**config.mk**
```make
export PLATFORM = sky130hd
export DESIGN_NAME = mscu_fifo
export DESIGN_NICKNAME = d
export VERILOG_FILES = /design/src/rtl/core/mscu_pkg.sv /design/src/rtl/core/mscu_fifo.sv
export SDC_FILE = /design/constraint.sdc
export NUM_CORES = 1
export LEC_CHECK = 0
export BUFFER_PORTS_ARGS = -buffer_cell sky130_fd_sc_hd__buf_2
export CAP_MARGIN = 10
export CORE_UTILIZATION = 52
export DETAILED_ROUTE_END_ITERATION = 12
export PLACE_DENSITY = 0.76
export SYNTH_ARGS = -nofsm -noshare
export SYNTH_HDL_FRONTEND = slang
export SYNTH_SLANG_ARGS = --single-unit
```
**constraint.sdc**
```tcl
create_clock -name clk -period 4.5 [get_ports clk]
set_input_delay 0.225 -clock clk [delete_from_list [all_inputs] [get_ports clk]]
set_output_delay 0.225 -clock clk [all_outputs]
set_load 0.02 [all_outputs]
```
**src/rtl/core/mscu_pkg.sv**
```systemverilog
package mscu_pkg;

  typedef enum logic {
    F_IDLE,
    F_WORK
  } front_state_t;

  typedef enum logic [2:0] {
    B_IDLE,
    B_PREP,
    B_DIV,
    B_MULX,
    B_ADDX,
    B_MULZ,
    B_ADDZ,
    B_WRITE
  } back_state_t;

  // cell edges
  localparam logic [1:0] EDGE_S = 2'd0;
  localparam logic [1:0] EDGE_E = 2'd1;
  localparam logic [1:0] EDGE_N = 2'd2;
  localparam logic [1:0] EDGE_W = 2'd3;

  // configuration register indexes
  localparam logic [2:0] REG_GRID_WIDTH  = 3'd0;
  localparam logic [2:0] REG_GRID_HEIGHT = 3'd1;
  localparam logic [2:0] REG_ORIGIN_X    = 3'd2;
  localparam logic [2:0] REG_ORIGIN_Z    = 3'd3;
  localparam logic [2:0] REG_CELL_SIZE   = 3'd4;
  localparam logic [2:0] REG_SEA_LEVEL   = 3'd5;

  localparam int TBITS = 17;
  localparam logic [TBITS-1:0] T_ZERO = 17'd0;
  localparam logic [TBITS-1:0] T_HALF = 17'd32768;
  localparam logic [TBITS-1:0] T_ONE  = 17'd65536;
  localparam int QBITS = 16;
  localparam int OUT_BITS = 48;

  localparam logic [3:0] CODE_NONE = 4'd0;
  localparam logic [3:0] CODE_ALL  = 4'd15;
  localparam logic [3:0] CODE_SADDLE_A = 4'd5;
  localparam logic [3:0] CODE_SADDLE_B = 4'd10;

  // number of segments in a cell
  function automatic logic [1:0] seg_count(input logic [3:0] code);
    logic [1:0] c;
    c = 2'd1;
    if (code == CODE_NONE || code == CODE_ALL) c = 2'd0;
    else if (code == CODE_SADDLE_A || code == CODE_SADDLE_B) c = 2'd2;
    return c;
  endfunction

  // start and end edge of segment k, {start, end}
  function automatic logic [3:0] seg_edges(input logic [3:0] code, input logic k);
    logic [3:0] e;
    unique case (code)
      4'd1:  e = {EDGE_W, EDGE_S};
      4'd2:  e = {EDGE_S, EDGE_E};
      4'd3:  e = {EDGE_W, EDGE_E};
      4'd4:  e = {EDGE_E, EDGE_N};
      4'd5:  e = k ? {EDGE_E, EDGE_N} : {EDGE_W, EDGE_S};
      4'd6:  e = {EDGE_S, EDGE_N};
      4'd7:  e = {EDGE_W, EDGE_N};
      4'd8:  e = {EDGE_N, EDGE_W};
      4'd9:  e = {EDGE_N, EDGE_S};
      4'd10: e = k ? {EDGE_N, EDGE_W} : {EDGE_S, EDGE_E};
      4'd11: e = {EDGE_N, EDGE_E};
      4'd12: e = {EDGE_E, EDGE_W};
      4'd13: e = {EDGE_E, EDGE_S};
      4'd14: e = {EDGE_S, EDGE_W};
      default: e = {EDGE_S, EDGE_S};
    endcase
    return e;
  endfunction

endpackage

```
**src/rtl/core/mscu_fifo.sv**
```systemverilog
module mscu_fifo import mscu_pkg::*; #(
  parameter int WIDTH = 8
) (
  input  logic             clk,
  input  logic             rst,
  input  logic             push,
  input  logic [WIDTH-1:0] wdata,
  output logic             full,
  input  logic             pop,
  output logic [WIDTH-1:0] rdata,
  output logic             empty
);

  logic [WIDTH-1:0] mem [2];
  logic       wptr;
  logic       rptr;
  logic [1:0] count;

  logic do_push;
  logic do_pop;

  assign full    = (count == 2'd2);
  assign empty   = (count == 2'd0);
  assign do_push = push && !full;
  assign do_pop  = pop && !empty;
  assign rdata   = mem[rptr];

  always_ff @(posedge clk) begin
    if (rst) begin
      wptr  <= 1'b0;
      rptr  <= 1'b0;
      count <= 2'd0;
    end else begin
      if (do_push) wptr <= !wptr;
      if (do_pop) rptr <= !rptr;
      count <= count + {1'b0, do_push} - {1'b0, do_pop};
    end
  end

  always_ff @(posedge clk) begin
    if (do_push) mem[wptr] <= wdata;
  end

endmodule

```
# == Word-level counts from Yosys, hierarchy flattened ==
# Memory sizes are Yosys's and may differ from the RTL's. A register that Yosys moved wholly into a read port is not among the register bits.
# Cells that the tools add are included.
# classes
add_sub_neg,2
eq_ne,1
mux,4
n_reduce_logical,7
# ops
cell,n
logical NOT 1 bit,4
2-to-1 mux 1 bit,4
adder 2 x 1 -> 2 bit,1
"== test 2 bit, second input constant",1
logical AND 1 bit,2
logical NOT 2 bit,1
subtractor 2 x 1 -> 2 bit,1
# totals
register_bits,4
ram_bits,16
in_bits,12
word_cells,18
mem_count,1
# memory_table
name,words,width,read_ports,rd_clocked_by_memory_dff,wr,line_no,source
mem,2,8,1,1,1,mscu_fifo.sv:14,logic [WIDTH-1:0] mem [2];

# == Logic depth before layout (Yosys ltp) ==
# depth
ltp_word,5
mapped_depth,8
depth_no_buf,8

# == Worst setup path before layout ==
# Ideal clock, no wire load.
# synth_timing
kind,reg-to-reg
start,reg count[1]
end,reg count[1]
setup_ns,0.078
t_arrival_ns,1.396
slack_ns,3.026
path_stages_with_launch,8
path_cell_list,dfxtp_1 o21a_2 ha_1 inv_1 ha_1 xor2_1 and2_1 nor3_1
# synth_lines
element,line_no,source
from (decl),mscu_fifo.sv:17,logic [1:0] count;
from (signal assigned),mscu_fifo.sv:36,"count <= count + {1'b0, do_push} - {1'b0, do_pop};"
logical NOT 2 bit,mscu_fifo.sv:23,assign empty = (count == 2'd0);
logical NOT 1 bit,mscu_fifo.sv:25,assign do_pop = pop && !empty;
logical AND 1 bit,mscu_fifo.sv:25,
net do_pop,mscu_fifo.sv:20,logic do_pop;
subtractor 2 x 1 -> 2 bit,mscu_fifo.sv:36,
# The timed path passes the listed nets, and every way through them passes these cells.
# A chain may end at the register's enable or synchronous reset.

# == Final worst setup path ==
# Ends and elaborated chain as after synthesis.

==> flow_summary_export.csv <==
group,metric,value,unit
run_status,outcome,"completed",
hold_path,hold_depth,1,
die,top_level_ports,22,
timing,fmax,0.620,GHz
clock_tree,cts_buffers,3,
clock_tree,cts_tree,"done",
placement,dp_slack,2900,ps
synthesis,avgSynthCellArea,15.6,um2
routing,routed-via-count,481,
finish,mostFrequentLayoutCells,"21 x buf_2, 16 x edfxtp_1, 5 x mux2_1, 5 x dfxtp_1, 4 x nor2_1",
clock_tree,clkLatencyLatePin,290,ps
global_route,grt_max_degree,12,
power,static-leakage-power,0.403,nW
timing,final_max_slew_viol_count,0,
global_route,grt_pass1_vias,465,
worst_setup_path,criticalPathCategory,"flip-flop to flip-flop",
synthesis,yosysSeqAreaShare,71.6,%
finish,diodes,0,
power,power_density,571,mW/mm2
finish,layout-drive-gt1-share,40.8,%
global_route,grt_pass1_wl,1960,um
clock_tree,cts_root_buf,"clkbuf_4",
die,die_w,41.5,um
timing,timing.final.ws_setup,2890,ps
job,max-cap-violations,0,
timing,setup_violations,0,
placement,hpwl,892,um
power,vdd.ir_drop.worst,0.327,mV
worst_setup_path,cp_max_fo,5,
worst_setup_path,arrival,1840,ps
routing,drt_iter0_drc,5,
global_route,grt-ovfl-total,0,
routing,wl_per_cell,13.5,um
routing,via_per_inst,5.29,
placement,io_buffers,21,
global_route,track_usage,15.2,%
die,die_y,41.5,um
synthesis,synthTopCellsByArea,"edfxtp_1 59%, dfxtp_1 12%, mux2_1 6.9%, mux2_2 4.2%, ha_1 3.1%",
clock_tree,clockBufferDepth,2,
timing,maxSlewHeadroom,76.7,%
clock_tree,cts.hold.buffers_added,0,
timing,tightest_slew,349,ps
clock_tree,cts_setup_buffers,0,
finish,postLayoutCoreUtil,69.1,%
timing,fin_crit,1610,ps
synthesis,synth_seq_cells,21,
die,initial_core_util,58.6,%
finish,final_common_cell,"buf_2",
worst_setup_path,end_kind,"flip-flop",
worst_setup_path,required,4730,ps
synthesis,synth_cell_types,21,
clock_tree,cts_sinks,21,
clock_tree,clk_pin_slew,100,ps
worst_setup_path,rr_worst_depth,7,
routing,totalWireLength,1230,um
worst_setup_path,crit_path_start,"count[1]",
clock_tree,htreeDepth,1,
clock_tree,cts_resized,0,
synthesis,yosys.area.top_type,"edfxtp_1",
hold_path,hold_start,"wdata[5]",
die,fp.dieArea,0.00172,mm2
synthesis,syn_area,811,um2
synthesis,synth_warnings,0,
routing,drt-pass1-iter-count,4,
hold_path,holdPathEnd,"mem[1][5]",
hold_path,min_path_type,"input pin to flip-flop",
placement,place_congestion,0.641,
timing,clock_skew,2.19,ps
die,core_area,0.00138,mm2
worst_setup_path,rr_startpoint,"count[1]",
finish,syn_to_final_growth,17.9,%
synthesis,syn-num-nets,66,
synthesis,synth_top_area_share,59.3,%
worst_setup_path,reg2reg_slack,2890,ps
routing,drc_errors,0,
timing,period_share,35.8,%
timing,rsz0062_at_grt,"false",
die,core.rowCount,13,
finish,finalNetCount,91,
timing,tns,0,ps
worst_setup_path,critical_path.reg2reg.endpoint,"count[1]",
routing,ant_nets,0,
worst_setup_path,startpoint_type,"flip-flop",
synthesis,syn_inst,52,
timing,hold_viol_final,0,
global_route,antenna_found_initial,0,
[registers in the layout, summed over array words and instances (netlist names), named ones only]
name	cells
rptr	1
count	2
mem	16
wptr	1
[through the flow]
stage | power, mW | area [um2] | std cells | hold slack (ps)
detailed placement | 0.469 | 930 | 87 | 419
floorplan | 0.412 | 811 | 52 | 294
global route | 0.578 | 956 | 91 | 104
finish | 0.546 | 956 | 91 | 115
CTS | 0.553 | 956 | 91 | 112
global placement | 0.460 | 930 | 87 | 413
[critical path, cell delays in order, from the launching register on]
cell and delay, ps:
dfxtp_1 370, o21a_2 240, ha_1 270, inv_1 40, ha_1 180, xor2_1 160
and2_1 170, nor3_1 110
[synthesized netlist by cell type]
cell type  count
a21oi_1        1
and2_1         1
and3_2         1
buf_2          1
dfxtp_1        5
edfxtp_1      16
ha_1           2
inv_1          3
inv_2          1
mux2_1         5
mux2_2         3
nand2_1        1
nand2b_2       1
nor2_1         4
nor2b_1        1
nor3_1         1
o21a_2         1
o21ai_0        1
or3_1          1
xnor2_1        1
xor2_1         1
[worst max-delay path by stage]
stage	cells after the start	slack [ps]	endpoint
final	7	2890	count[1]
after global routing	8	2760	count[1]
after CTS	8	2870	count[1]
after detailed placement	8	2900	count[1]
after global placement	7	2980	count[1]
after floorplan	7	3030	count[1]
[cell families after synthesis]
logic type	after synthesis	synth area share (%)
buffers and inverters	5	2.47
AND/OR/NAND/NOR	11	7.25
adder cells (fa/ha/maj)	2	3.09
XOR/XNOR	2	2.16
flip-flops	21	71.6
AO/OA/AOI/OAI	3	2.31
multiplexers	8	11.1
[report_power, final]
part	internal, mW	switching (mW)
Sequential	0.251	0.0261
Clock	0.0345	0.0504
Combinational	0.0786	0.106
[metal layers]
layer  GRT usage [%]  share of wire (%)  up-vias
li1                -                  -      233
met1            17.4                 42      226
met2            26.6                 51       17
met3            3.04                5.2        5
met4            7.74                2.3        0
met5               0                  0        -
[cell type report]
class	instances	area [um2]
timing repair buffer	21	105
clock buffer	4	26.3
tap	15	18.8
inverter	4	15.0
multi-input combinational	26	210
sequential	21	581
fill	108	427
No activity file was read; power rests on OpenSTA's default activity.
