**src/rtl/core/mscu_pkg.sv**
```systemverilog
package mscu_pkg;

  typedef enum logic {
    F_IDLE,
    F_WORK
  } front_state_t;

  typedef enum logic [2:0] {
    B_IDLE,
    B_PREP,
    B_DIV,
    B_MULX,
    B_ADDX,
    B_MULZ,
    B_ADDZ,
    B_WRITE
  } back_state_t;

  // cell edges
  localparam logic [1:0] EDGE_S = 2'd0;
  localparam logic [1:0] EDGE_E = 2'd1;
  localparam logic [1:0] EDGE_N = 2'd2;
  localparam logic [1:0] EDGE_W = 2'd3;

  // configuration register indexes
  localparam logic [2:0] REG_GRID_WIDTH  = 3'd0;
  localparam logic [2:0] REG_GRID_HEIGHT = 3'd1;
  localparam logic [2:0] REG_ORIGIN_X    = 3'd2;
  localparam logic [2:0] REG_ORIGIN_Z    = 3'd3;
  localparam logic [2:0] REG_CELL_SIZE   = 3'd4;
  localparam logic [2:0] REG_SEA_LEVEL   = 3'd5;

  localparam int TBITS = 17;
  localparam logic [TBITS-1:0] T_ZERO = 17'd0;
  localparam logic [TBITS-1:0] T_HALF = 17'd32768;
  localparam logic [TBITS-1:0] T_ONE  = 17'd65536;
  localparam int QBITS = 16;
  localparam int OUT_BITS = 48;

  localparam logic [3:0] CODE_NONE = 4'd0;
  localparam logic [3:0] CODE_ALL  = 4'd15;
  localparam logic [3:0] CODE_SADDLE_A = 4'd5;
  localparam logic [3:0] CODE_SADDLE_B = 4'd10;

  // number of segments in a cell
  function automatic logic [1:0] seg_count(input logic [3:0] code);
    logic [1:0] c;
    c = 2'd1;
    if (code == CODE_NONE || code == CODE_ALL) c = 2'd0;
    else if (code == CODE_SADDLE_A || code == CODE_SADDLE_B) c = 2'd2;
    return c;
  endfunction

  // start and end edge of segment k, {start, end}
  function automatic logic [3:0] seg_edges(input logic [3:0] code, input logic k);
    logic [3:0] e;
    unique case (code)
      4'd1:  e = {EDGE_W, EDGE_S};
      4'd2:  e = {EDGE_S, EDGE_E};
      4'd3:  e = {EDGE_W, EDGE_E};
      4'd4:  e = {EDGE_E, EDGE_N};
      4'd5:  e = k ? {EDGE_E, EDGE_N} : {EDGE_W, EDGE_S};
      4'd6:  e = {EDGE_S, EDGE_N};
      4'd7:  e = {EDGE_W, EDGE_N};
      4'd8:  e = {EDGE_N, EDGE_W};
      4'd9:  e = {EDGE_N, EDGE_S};
      4'd10: e = k ? {EDGE_N, EDGE_W} : {EDGE_S, EDGE_E};
      4'd11: e = {EDGE_N, EDGE_E};
      4'd12: e = {EDGE_E, EDGE_W};
      4'd13: e = {EDGE_E, EDGE_S};
      4'd14: e = {EDGE_S, EDGE_W};
      default: e = {EDGE_S, EDGE_S};
    endcase
    return e;
  endfunction

endpackage

```
**src/rtl/core/mscu_back.sv**
```systemverilog
module mscu_back import mscu_pkg::*; #(
  parameter int SAMPLE_BITS = 24,
  parameter int CW          = 10,
  parameter int JOB_BITS    = 4 * SAMPLE_BITS + 4 + CW + 16
) (
  input  logic                       clk,
  input  logic                       rst,
  input  logic [JOB_BITS-1:0]        job_data,
  input  logic                       job_empty,
  output logic                       job_pop,
  input  logic signed [23:0]         origin_cell_x,
  input  logic signed [23:0]         origin_cell_z,
  input  logic [15:0]                cell_size,
  input  logic signed [23:0]         sea_level,
  output logic                       empty,
  input  logic                       pop,
  output logic signed [OUT_BITS-1:0] start_x,
  output logic signed [OUT_BITS-1:0] start_z,
  output logic signed [OUT_BITS-1:0] end_x,
  output logic signed [OUT_BITS-1:0] end_z,
  output logic                       last_of_cell
);

  localparam int HW = ((SAMPLE_BITS > 24) ? SAMPLE_BITS : 24) + 2;
  localparam int S  = SAMPLE_BITS;

  back_state_t state, state_next;

  logic signed [S-1:0] sw, se, ne, nw;
  logic [3:0]    code;
  logic [CW-1:0] gx;
  logic [15:0]   gz;
  logic          k;
  logic          j;
  logic [TBITS-1:0] t;
  logic [HW-1:0] rem;
  logic [HW-1:0] dv;
  logic [QBITS-1:0] q;
  logic [3:0]    cnt;
  logic signed [42:0] prod_hi;
  logic [32:0]   prod_lo;
  logic signed [OUT_BITS-1:0] px0, pz0, px1, pz1;
  logic          out_valid;

  logic [3:0]    edges;
  logic [1:0]    cur_edge;
  logic signed [S-1:0] h0, h1;
  logic signed [HW-1:0] d, n, ad, an;
  logic [HW:0]   rem2;
  logic          sel_x;
  logic [16:0]   g;
  logic [TBITS-1:0] tsel;
  logic signed [23:0] org;
  logic signed [25:0] base;
  logic signed [43:0] coord;
  logic          load;

  assign edges    = seg_edges(code, k);
  assign cur_edge = j ? edges[1:0] : edges[3:2];
  assign empty    = !out_valid;

  always_comb begin
    unique case (cur_edge)
      EDGE_S: begin h0 = sw; h1 = se; end
      EDGE_E: begin h0 = se; h1 = ne; end
      EDGE_N: begin h0 = nw; h1 = ne; end
      default: begin h0 = sw; h1 = nw; end
    endcase
  end

  assign d  = HW'(h1) - HW'(h0);
  assign n  = HW'(sea_level) - HW'(h0);
  assign ad = d[HW-1] ? -d : d;
  assign an = d[HW-1] ? -n : n;
  assign rem2 = {rem, 1'b0};

  // shared multiplier operands: x coordinate in MULX, z in MULZ
  assign sel_x = (state == B_MULX);
  always_comb begin
    if (sel_x) begin
      org  = origin_cell_x;
      g    = (cur_edge == EDGE_E) ? 17'({1'b0, gx} + (CW+1)'(1)) : 17'(gx);
      tsel = (cur_edge == EDGE_S || cur_edge == EDGE_N) ? t : T_ZERO;
    end else begin
      org  = origin_cell_z;
      g    = (cur_edge == EDGE_N) ? ({1'b0, gz} + 17'd1) : {1'b0, gz};
      tsel = (cur_edge == EDGE_E || cur_edge == EDGE_W) ? t : T_ZERO;
    end
  end
  assign base  = 26'(org) + $signed({9'd0, g});
  assign coord = 44'(prod_hi) + $signed({27'd0, prod_lo[32:16]});

  always_comb begin
    state_next = state;
    job_pop    = 1'b0;
    load       = 1'b0;
    unique case (state)
      B_IDLE: begin
        if (!job_empty) begin
          job_pop    = 1'b1;
          state_next = B_PREP;
        end
      end
      B_PREP: begin
        if (d == '0 || $signed(an) <= 0 || $signed(an) >= $signed(ad)) state_next = B_MULX;
        else state_next = B_DIV;
      end
      B_DIV:  if (cnt == 4'd15) state_next = B_MULX;
      B_MULX: state_next = B_ADDX;
      B_ADDX: state_next = B_MULZ;
      B_MULZ: state_next = B_ADDZ;
      B_ADDZ: state_next = j ? B_WRITE : B_PREP;
      B_WRITE: begin
        if (!out_valid || pop) begin
          load = 1'b1;
          state_next = (k == 1'b1 || seg_count(code) != 2'd2) ? B_IDLE : B_PREP;
        end
      end
      default: state_next = B_IDLE;
    endcase
  end

  always_ff @(posedge clk) begin
    if (rst) begin
      state     <= B_IDLE;
      out_valid <= 1'b0;
      k         <= 1'b0;
      j         <= 1'b0;
    end else begin
      state <= state_next;
      if (load) out_valid <= 1'b1;
      else if (pop) out_valid <= 1'b0;
      if (job_pop) begin
        k <= 1'b0;
        j <= 1'b0;
      end else if (state == B_ADDZ) begin
        j <= !j;
      end else if (load) begin
        k <= 1'b1;
      end
    end
  end

  always_ff @(posedge clk) begin
    if (job_pop) {sw, se, ne, nw, code, gx, gz} <= job_data;
    if (state == B_PREP) begin
      rem <= an;
      dv  <= ad;
      cnt <= 4'd0;
      if (d == '0) t <= T_HALF;
      else if ($signed(an) <= 0) t <= T_ZERO;
      else if ($signed(an) >= $signed(ad)) t <= T_ONE;
    end
    if (state == B_DIV) begin
      // one restoring step per cycle
      if (rem2 >= {1'b0, dv}) begin
        rem <= HW'(rem2 - {1'b0, dv});
        q   <= {q[QBITS-2:0], 1'b1};
      end else begin
        rem <= rem2[HW-1:0];
        q   <= {q[QBITS-2:0], 1'b0};
      end
      cnt <= cnt + 4'd1;
      if (cnt == 4'd15) t <= {1'b0, q[QBITS-2:0], (rem2 >= {1'b0, dv})};
    end
    if (state == B_MULX || state == B_MULZ) begin
      prod_hi <= base * $signed({1'b0, cell_size});
      prod_lo <= tsel * cell_size;
    end
    if (state == B_ADDX) begin
      if (j) px1 <= OUT_BITS'(coord);
      else px0 <= OUT_BITS'(coord);
    end
    if (state == B_ADDZ) begin
      if (j) pz1 <= OUT_BITS'(coord);
      else pz0 <= OUT_BITS'(coord);
    end
    if (load) begin
      start_x      <= px0;
      start_z      <= pz0;
      end_x        <= px1;
      end_z        <= pz1;
      last_of_cell <= (k == 1'b1 || seg_count(code) != 2'd2);
    end
  end

endmodule
```
**config.mk**
```make
export PLATFORM = sky130hd
export DESIGN_NAME = mscu_back
export DESIGN_NICKNAME = d
export VERILOG_FILES = /design/src/rtl/core/mscu_pkg.sv /design/src/rtl/core/mscu_back.sv
export SDC_FILE = /design/constraint.sdc
export NUM_CORES = 2
export LEC_CHECK = 0
export ABC_AREA = 0
export BUFFER_PORTS_ARGS = -buffer_cell sky130_fd_sc_hd__buf_4
export CELL_PAD_IN_SITES_DETAIL_PLACEMENT = 0
export CELL_PAD_IN_SITES_GLOBAL_PLACEMENT = 2
export CORE_UTILIZATION = 41
export DETAILED_ROUTE_END_ITERATION = 10
export GPL_ROUTABILITY_DRIVEN = 0
export PLACE_DENSITY = 0.85
export SETUP_SLACK_MARGIN = 0.05
export SLEW_MARGIN = 20
export SYNTH_ARGS = -nofsm -noshare
export SYNTH_HDL_FRONTEND = slang
export SYNTH_SLANG_ARGS = --single-unit
```
**constraint.sdc**
```tcl
create_clock -name clk -period 23.5 [get_ports clk]
set_input_delay 3.525 -clock clk [delete_from_list [all_inputs] [get_ports clk]]
set_output_delay 3.525 -clock clk [all_outputs]
set_load 0.005 [all_outputs]
```
# [Yosys cells after proc, flatten, opt, wreduce, memory -nomap -nowiden]
# Index checks and enable logic that the tools add are counted.
[word_totals] mem_count=0 word_cells=146 ramBits=0 regBits=648 latchBits=0 output_inout_bits=195 in_bits=218 romBits=0
[classes] n_reduce_logical=26 bitwise_logic=2 addsub=10 div_mod_pow=0 n_shift=0 n_mul=2 n_eq_ne=31 order_cmp=3 muxes=45
[op_table] op="17-bit 2-to-1 mux" count=11
[op_table] op="26-bit 2-to-1 mux" count=5
[op_table] op="24-bit case mux with 2 select lines" count=2
[op_table] op="4-bit case mux with 14 select lines" count=1
[op_table] op="25-bit negator with 26-bit output" count=2
[op_table] op="24-bit by 24-bit subtractor with 25-bit output" count=2
[op_table] op="42-bit by 18-bit adder with 43-bit output" count=1
[op_table] op="25-bit by 17-bit multiplier with 42-bit output" count=1
[op_table] op="4-bit equality test (second input constant)" count=9
[op_table] op="17-bit by 16-bit multiplier with 33-bit output" count=1
[op_table] op="27-bit by 26-bit >= comparator with 1-bit output" count=1
[op_table] op="26-bit >= comparator" count=1
[op_table] op="26-bit by 1-bit less-or-equal comparator with 1-bit output (second input constant)" count=1
[op_table] op="26-bit logical NOT" count=1
[op_table] op="26-bit subtractor" count=1
[op_table] op="24-bit by 18-bit adder with 25-bit output" count=1
[op_table] op="24-bit 2-to-1 mux" count=1
[op_table] op="3-bit case mux with 8 select lines" count=1
[op_table] op="16-bit by 1-bit adder with 17-bit output (second input constant)" count=1
[op_table] op="4-bit by 3-bit equality test with 1-bit output (second input constant)" count=4
[op_table] op="4-bit 2-to-1 mux" count=4
[op_table] op="3-bit equality test (second input constant)" count=4
[op_table] op="2-bit 2-to-1 mux" count=6
[op_table] op="3-bit 2-to-1 mux" count=4
[op_table] op="22 further kinds" count=53

# [Logic depth before layout (Yosys ltp)]
[logic_depth] ltp_word=16 ltp_mapped=50 ltp_nobuf=48

# [Worst setup path after synthesis]
# No wires, ideal clock.
[synth_path] path_kind="input-to-output" start="in job_empty" end="out job_pop" t_arrival_ns=15.569 stages=1 setup_slack_ns=4.406 required_ns=19.975 path_cell_list="nor4_1"
[synth_via] elab_chain_cells=2
[synth_rtl] element="from (decl)" line="mscu_back.sv:9" source="input logic job_empty,"
[synth_rtl] element="1-bit 2-to-1 mux" line="mscu_back.sv:99" source="if (!job_empty) begin"
[synth_rtl] element="1-bit 2-to-1 mux" line="mscu_back.sv:97" source="unique case (state)"
[synth_rtl] element="to (decl)" line="mscu_back.sv:10" source="output logic job_pop,"
# Every way passes these cells.

# [Worst setup path in the final report]
[layout_path] start="in origin_cell_z[0]" end="reg prod_hi[39] (data pin)"
[layout_via] elab_chain_cells=3
[layout_rtl] element="from (decl)" line="mscu_back.sv:12" source="input logic signed [23:0] origin_cell_z,"
[layout_rtl] element="24-bit 2-to-1 mux" line="mscu_back.sv:80" source="if (sel_x) begin"
[layout_rtl] element="24-bit by 18-bit adder with 25-bit output" line="mscu_back.sv:90" source="assign base = 26'(org) + $signed({9'd0, g});"
[layout_rtl] element="25-bit by 17-bit multiplier with 42-bit output" line="mscu_back.sv:167" source="prod_hi <= base * $signed({1'b0, cell_size});"
[layout_rtl] element="to (signal assigned)" line="mscu_back.sv:167"
[layout_rtl] element="to (decl)" line="mscu_back.sv:40" source="logic signed [42:0] prod_hi;"
# Every way passes these cells.
# A chain may end at the register's enable or synchronous reset.

==> metrics.log <==
[metrics] result of the run: finished, final reports clean
[metrics] Crit. End Element: register
[metrics] number of warnings printed during yosys synthesis: 0
[metrics] final worst path period need: 12.65 ns
[metrics] share of post-route cells with drive strength above 1: 12.08%
[metrics] via count: 38300
[metrics] floorplan row count: 132
[metrics] commonest cells after routing, fill and taps aside: inv_1, nand2_1, fa_1
[metrics] count of flip-flops with a built-in enable after synthesis: 601
[metrics] clock transition at the registers of the reported paths: 0.06 ns
[metrics] synthesis-stage register bit count: 624
[metrics] CTS buffer count: 71
[metrics] CP required: 23.91 ns
[metrics] count of cells resized by post-cts repair: 0
[metrics] number of placed I/O pins: 413
[metrics] remaining number of nets flagged by the antenna check after routing: 0
[metrics] Hold Path Stages: 0
[metrics] post-synthesis instance total: 5259
[metrics] detail-routed net length per standard cell: 19.43 µm
[metrics] portion of the clock cycle consumed by the worst path in the final layout: 53.85%
[metrics] average footprint of a synthesized cell: 10.29 µm²
[metrics] FF-to-FF path depth: 49
[metrics] final cell count without fillers: 7354
[metrics] number of antenna violations at the first check in global routing: 4
[metrics] cell type of the slowest stage on the worst timing path: o41ai_1
[metrics] origin of the worst min-delay path: pz1[9]$_DFFE_PP_
[metrics] remaining design rule violation count: 0
[metrics] critical path class: input port to register
[metrics] net count after synthesis: 6428
[metrics] vias in the first global route: 38380
[metrics] final hold violations: 0
[metrics] core area: 130300 µm²
[metrics] maximum number of pins on one net before global-route repair: 160
[metrics] global-route usage over all layers: 21.53%
[metrics] 1st-pass router iterations: 5
[metrics] first-pass GRT wire length: 221600 µm
[metrics] worst clock skew: 0.04076 ns
[metrics] Max H-tree Level: 3
[metrics] cell at the root of the clock tree: clkbuf_16
[metrics] maximum achievable frequency: 79.02 MHz
[metrics] final-report max-slew violation count: 0
[metrics] effective utilization at floorplan: 41.54%
[metrics] Unique masters post-synth: 112
[metrics] transition time at the pin with the least slew margin: 1.061 ns
[metrics] maximum buffer depth of the clock tree: 3
[metrics] layout overhead on the synthesized area: 13.28%
[metrics] unrepaired setup endpoints after global routing: false
[metrics] crit path max fanout: 16
[metrics] total negative slack for setup checks: 0 ns
[metrics] worst max-slew margin expressed relative to the limit: 28.50%
[metrics] Vias per Instance: 5.208
[metrics] Final Routed Wirelength: 142900 µm
[metrics] insertion delay to the later sink of the worst-skew pair: 0.69 ns
[metrics] Die W: 365.4 µm
[metrics] arrival time reported for the critical path endpoint: 13.06 ns
[metrics] DRC violation total after the first TritonRoute iteration: 2492
[metrics] Hold-fix buffers, CTS: 0
[metrics] number of buffers added on ports: 412
[metrics] dpl hpwl: 108900 µm
[metrics] dominant register cell in the synthesized netlist: edfxtp_1
[metrics] overflow left after global routing: 0
[metrics] cell count after placement: 7227
[metrics] clock tree from TritonCTS: done
[metrics] total of max-cap violations: 0
[metrics] cell occurring most often along the worst timing path: fa_1
[metrics] worst hold path type: register to register
[metrics] setup violators final: 0
[metrics] critical path launch point type: input port
[metrics] post-synthesis sequential area ratio: 34.19%
[metrics] overall die area: 133500 µm²
[metrics] beginning of the critical path: origin_cell_z[0]
[metrics] peak per-stage delay on the critical path: 0.57 ns
[metrics] post-CTS setup buffer count: 0
[metrics] fraction of registers with async set/reset: 0%
[metrics] Die H: 365.4 µm
[metrics] final setup slack of the worst path: 10.85 ns
[metrics] minimum setup slack after placement: 10.02 ns
[metrics] R2R Path Start: code[1]$_DFFE_PP_
[metrics] clock net sink count: 624
[metrics] final layout net count: 6727
[metrics] Synth Cell Area: 54130 µm²
[metrics] most common cell after layout, fill and taps aside: inv_1
-- critical path: cells and delay by family --
family                     cells  cell delay (ns)
xor gates and xnor gates       2             0.15
adders and majority gates      9             4.02
buffers and inverters          7             0.55
and+or+nand+nor                7             0.84
AOI/OAI and AO/OA             17             3.97
-- registers in the layout, indices dropped and copies added (netlist names), 26 cells and up --
name and count:
dv 26, end_x 43, end_z 43, prod_hi 42, px0 43, px1 43
pz0 43, pz1 43, rem 26, start_x 43, start_z 43
-- layer usage --
| layer | share of wire (%) | routed length, µm | GRT usage (%) |
|---|---|---|---|
| met5 | 0.012 | 17 | 0 |
| met4 | 2.0 | 2878 | 5.308 |
| met3 | 4.6 | 6537 | 2.776 |
| met2 | 49 | 69430 | 35.49 |
| met1 | 45 | 64040 | 30.00 |
-- Yosys cell counts, types with 24 or more instances --
master	count	area (µm²)
inv_1	845	3172
or3_1	33	206.5
nor2b_1	51	319.1
o21ai_0	167	835.8
ha_1	348	4354
nand4_1	36	225.2
nand2_1	682	2560
a21oi_1	201	1006
a21o_1	67	503.0
and2_1	174	1089
nand3_1	81	405.4
nor4_1	24	150.1
edfxtp_1	601	18050
nor2_1	201	754.5
xor2_1	89	779.5
clkbuf_1	213	799.5
a221o_1	26	260.3
fa_1	603	12070
and3_1	103	644.4
o21a_1	32	240.2
a22oi_1	34	255.2
nand2b_1	30	187.7
nor3_1	82	410.4
xnor2_1	128	1121
-- worst paths after layout --
| check | end | slack, ns |
|---|---|---|
| hold / removal | end_z[9]$_DFFE_PP_ | 0.39 |
| hold reg to reg | end_z[9]$_DFFE_PP_ | 0.39 |
| setup reg to reg | prod_hi[39]$_DFFE_PP_ | 11.50 |
| setup / recovery | prod_hi[39]$_DFFE_PP_ | 10.85 |
-- cell families (layout without fill, tap and decap cells) --
group           count (synthesis)  after routing  synth area share [%]
simple gates                 1588           1588                 14.31
xor+xnor                      217            217                 3.511
fa+ha+maj                     951            951                 30.34
compound gates                759            759                 9.375
mux                            17             17                0.3236
buf+inv                      1101           1453                 7.931
other cells                     2              3               0.01387
flops                         624            624                 34.19
-- layout make-up --
cell class,instances,area (µm²)
Clock inverter,47,598.1
Antenna cell,1,2.502
Sequential cell,624,18510
Multi-Input combinational cell,3534,31410
Inverter,847,3179
Clock buffer,79,1828
Tap cell,1742,2180
Fill cell,12140,68990
Timing Repair Buffer,480,3616
-- stage by stage --
step | hold WS (ns) | instance area (µm²) | utilization, %
finish | 0.3896 | 61320 | 47.06
global route | 0.4122 | 61320 | 47.05
CTS | 0.3990 | 61310 | 47.05
detailed placement | 0.4045 | 58890 | 45.19
global placement | 0.4003 | 58890 | 45.19
floorplan | 0.4003 | 54130 | -
Power is not shown: default switching activity piles up to over one toggle a cycle in this logic, so the estimate is an artifact.
